**config.mk**
```make
export PLATFORM = sky130hd
export DESIGN_NAME = tfbb_lane
export DESIGN_NICKNAME = d
export VERILOG_FILES = /design/src/sv/tfbb_pkg.sv /design/src/sv/tfbb_lane.sv
export SDC_FILE = /design/constraint.sdc
export NUM_CORES = 1
export LEC_CHECK = 0
export BUFFER_PORTS_ARGS = -buffer_cell sky130_fd_sc_hd__buf_2
export CAP_MARGIN = 0
export CORE_MARGIN = 2
export CORE_UTILIZATION = 45
export DETAILED_ROUTE_END_ITERATION = 12
export PLACE_DENSITY = 0.6
export SETUP_SLACK_MARGIN = 0.15
export SLEW_MARGIN = 0
export SYNTH_ARGS = -nofsm -noshare
export SYNTH_HDL_FRONTEND = slang
export SYNTH_SLANG_ARGS = --single-unit
export TNS_END_PERCENT = 20
```
**constraint.sdc**
```tcl
create_clock -name vclk -period 13.46
set_input_delay 0.673 -clock vclk [all_inputs]
set_output_delay 0.673 -clock vclk [all_outputs]
set_load 0.05 [all_outputs]
```
**src/sv/tfbb_pkg.sv**
```systemverilog
// shared types, constants and helpers for the temporal frame blend blur
`timescale 1ns / 1ps

package tfbb_pkg;

  // frame store geometry
  localparam int unsigned FRAME_WORDS = 131072;
  localparam int unsigned ADDR_W      = (FRAME_WORDS > 1) ? $clog2(FRAME_WORDS) : 1;
  localparam int unsigned FILL_W      = $clog2(FRAME_WORDS + 1);
  localparam logic [ADDR_W-1:0] LAST_ADDR = ADDR_W'(FRAME_WORDS - 1);

  // pixel word
  localparam int unsigned BYTE_W  = 8;
  localparam int unsigned NUM_LANES = 4;
  localparam int unsigned WORD_W  = BYTE_W * NUM_LANES;

  // store contents after reset: bytes 128, 0, 128, 0 from byte0 up
  localparam logic [WORD_W-1:0] STORE_RESET_WORD = 32'h0080_0080;

  // luma-range clamp and full weight
  localparam logic [BYTE_W:0]   PIX_LO   = 9'd16;
  localparam logic [BYTE_W:0]   PIX_HI   = 9'd235;
  localparam logic [BYTE_W-1:0] FULL_WEIGHT = 8'd255;

  // configuration register indexes
  localparam int unsigned CFG_IDX_W = 1;
  localparam logic [CFG_IDX_W-1:0] CFG_BLUR_AMOUNT  = 1'b0;
  localparam logic [CFG_IDX_W-1:0] CFG_PIXEL_FORMAT = 1'b1;
  localparam int unsigned CFG_DATA_W = 8;

  // pixel formats
  localparam logic FMT_RGBA = 1'b0;
  localparam logic FMT_UYVY = 1'b1;

  localparam logic [BYTE_W-1:0] BLUR_RESET = 8'd0;
  localparam logic              FMT_RESET  = FMT_UYVY;

  // per-lane control
  typedef struct packed {
    logic [BYTE_W-1:0] blur;
    logic              blend;
  } lane_ctrl_t;

  // which bytes are blended, bit k for byte k
  function automatic logic [NUM_LANES-1:0] blend_mask(input logic fmt);
    logic [NUM_LANES-1:0] mask;
    if (fmt == FMT_RGBA) begin
      mask = 4'b0111;
    end else begin
      mask = 4'b1010;
    end
    return mask;
  endfunction

endpackage

```
**src/sv/tfbb_lane.sv**
```systemverilog
// one byte lane: weighted blend of input and stored byte with clamp
`timescale 1ns / 1ps

module tfbb_lane (
  input  tfbb_pkg::lane_ctrl_t          ctrl_i,
  input  logic [tfbb_pkg::BYTE_W-1:0]   in_byte_i,
  input  logic [tfbb_pkg::BYTE_W-1:0]   st_byte_i,
  output logic [tfbb_pkg::BYTE_W-1:0]   out_byte_o,
  output logic [tfbb_pkg::BYTE_W-1:0]   st_byte_o
);

  localparam int unsigned BW = tfbb_pkg::BYTE_W;

  logic [BW-1:0]   in_weight;
  logic [2*BW-1:0] prod_in;
  logic [2*BW-1:0] prod_st;
  logic [BW:0]     sum;
  logic [BW-1:0]   blended;

  assign in_weight = tfbb_pkg::FULL_WEIGHT - ctrl_i.blur;
  assign prod_in   = {{BW{1'b0}}, in_byte_i} * {{BW{1'b0}}, in_weight};
  assign prod_st   = {{BW{1'b0}}, st_byte_i} * {{BW{1'b0}}, ctrl_i.blur};
  assign sum       = {1'b0, prod_in[2*BW-1:BW]} + {1'b0, prod_st[2*BW-1:BW]};

  always_comb begin
    if (sum < tfbb_pkg::PIX_LO) begin
      blended = tfbb_pkg::PIX_LO[BW-1:0];
    end else if (sum > tfbb_pkg::PIX_HI) begin
      blended = tfbb_pkg::PIX_HI[BW-1:0];
    end else begin
      blended = sum[BW-1:0];
    end
  end

  // passed bytes keep their stored copy untouched
  assign out_byte_o = ctrl_i.blend ? blended : in_byte_i;
  assign st_byte_o  = ctrl_i.blend ? blended : st_byte_i;

endmodule

```
==> flow_summary.toml <==
[floorplan]
fp.coreArea_mm2 = 0.009774
fp.dieH_um = 104.3
io_pins = 41
start_util_pct = 46.34
rows = 36
die-area_mm2 = 0.01088
fp.dieW_um = 104.3

[detailed_routing]
vias = 3707
final_antenna_net_count = 0
firstDrtPassIters = 4
vias_per_cell = 5.357
wl_per_cell_um = 15.72
drcViolationCount = 0
drt-total-wl_um = 10880
initialDrtViolationCount = 123

[global_routing]
antenna_found_initial = 0
grt_pass1_vias = 3826
grt_pass1_wl_um = 18870
grt_overflow_total = 0
grt_usage_pct = 21.27
grt_max_degree = 21

[timing]
fmax_mhz = 119.7
slew_violations = 0
setup-tns-final_ns = 0
final-setup-viol-count = 0
slew_headroom_pct = 43.30
period_share_pct = 62.06
hold_viol = 0
worst_pin_slew_ns = 0.8454
rsz0062_at_grt = "false"
period_needed_ns = 8.353

[synthesis]
synth.avg_cell_area_um2 = 8.530
ys_seq_area_share_pct = 0
synth_area_leaders = "fa_1 31%, ha_1 20%, and2_1 7.2%, inv_1 7.0%, nor2b_1 5.4%"
synth_top_area_share_pct = 31.38
synth.cell_area_mm2 = 0.004529
syn_inst = 531
yosysUniqueCellTypes = 52
synth_warnings = 0
synth_area_leader_cell = "fa_1"
synth_nets = 701

[critical_path]
start_kind = "input port"
worst-path-buf-inv = 3
cp_cell_sequence = "buf_2, nand2_1, fa_1, fa_1, inv_1, fa_1, fa_1, ha_1, a21o_1, a21o_1, a41o_1, a41oi_1, nor2b_1, xnor2_1, ha_1, a21o_1, a2111oi_0, mux2i_1, a211oi_1, a211oi_1, o22ai_1, buf_2"
crit_required_ns = 12.79
path_common_cell = "fa_1"
crit_fanout = 16
cp_slowest_cell = "a211oi_1"
cpPeakStageDelay_ns = 0.72
critical_path_class = "in2out"
arrival_ns = 7.68
critPathCaptureType = "output port"
critPathTopFamily = "compound AO/OA/AOI/OAI gates"

[cts]
postCtsSetupBuffers = 0
ctsHoldBuffers = 0
cts_resized = 0

[layout]
design.seq.count = 0
mostFrequentLayoutCells = "85 x inv_1, 74 x ha_1, 71 x fa_1, 52 x and2_1, 41 x buf_2"
num-clock-buffers = 0
regArea_um2 = 0
synthToLayoutAreaGrowth_pct = 6.934
antenna_cells = 0
final_common_cell = "inv_1"
finalNetCount = 731
drive_gt1_share_pct = 8.766

[placed_design]
port_buffers = 41
dp_hpwl_um = 9245
place_congestion = 0.8557

[min_path]
hp-class = "in2out"

[job]
drv_cap = 0

[run_status]
outcome = "complete, no violations"
==> worst paths after layout <==
kind	cells after the start	slack, ns	endpoint	startpoint
worst max-delay path	22	5.11	out_byte_o[0]	ctrl_i[8]
worst min-delay path	4	1.83	st_byte_o[0]	st_byte_i[0]
==> cell families after synthesis <==
kind of cell | count (synthesis) | share of synthesized area (%)
XOR/XNOR | 17 | 3.287
AO/OA/AOI/OAI | 74 | 12.43
AND/OR/NAND/NOR | 195 | 23.70
multiplexers | 2 | 0.4420
buffers and inverters | 98 | 8.315
adder cells (fa/ha/maj) | 145 | 51.82
==> synth_stat cells (2+ instances only) <==
library cell  instances
a21oi_1              16
o21ai_1               3
nand2_1              25
nor3b_1               3
xor2_1                8
nand4_1               3
nand3_1               5
inv_1                85
and3_1                5
a41o_1                2
nor3_1                7
fa_1                 71
o41ai_1               2
o211a_1               2
a221oi_2              2
nor2b_1              39
xnor2_1               9
mux2i_1               2
and2_1               52
nor2_1               34
a211oi_1              3
o22ai_1               7
a21boi_0              2
ha_1                 74
a2111oi_0             2
a21boi_1              2
a21o_1               12
nand2b_1             15
o21ai_0               3
clkbuf_1             10
nand3b_1              2
o22a_1                4
==> metal layers <==
layer	up-vias	share of wire, %	global-route usage (%)
li1	1789	-	-
met1	1841	45	28.36
met2	69	50	38.75
met3	8	3.5	1.378
met4	0	1.4	2.703
met5	-	0	0
==> metrics by stage <==
stage / util [%] / setup WS [ns] / instances / hold WS (ns) / instance area, um2
after global routing: 49.55 / 4.636 / 692 / 1.863 / 4843
after floorplan: - / 5.016 / 531 / 1.621 / 4529
after CTS: 49.55 / 5.162 / 692 / 1.828 / 4843
after global placement: 49.55 / 5.196 / 692 / 1.828 / 4843
final: 49.55 / 5.107 / 692 / 1.834 / 4843
after detailed placement: 49.55 / 5.167 / 692 / 1.823 / 4843
==> tightest hold or removal path, stage by stage <==
cell and delay, ns:
buf_2 0.15, inv_1 0.06, o22ai_1 0.07, buf_2 0.21
==> area by class of cell <==
| type | count | area [um2] |
|---|---|---|
| fillers | 988 | 4931 |
| inverters | 85 | 319.1 |
| multi-input cells | 433 | 4153 |
| well taps | 133 | 166.4 |
| repair buffers | 41 | 205.2 |
Power is left out: the tool's default activity adds up to more than one toggle a clock period on the data nets, which glitch-free logic cannot reach.
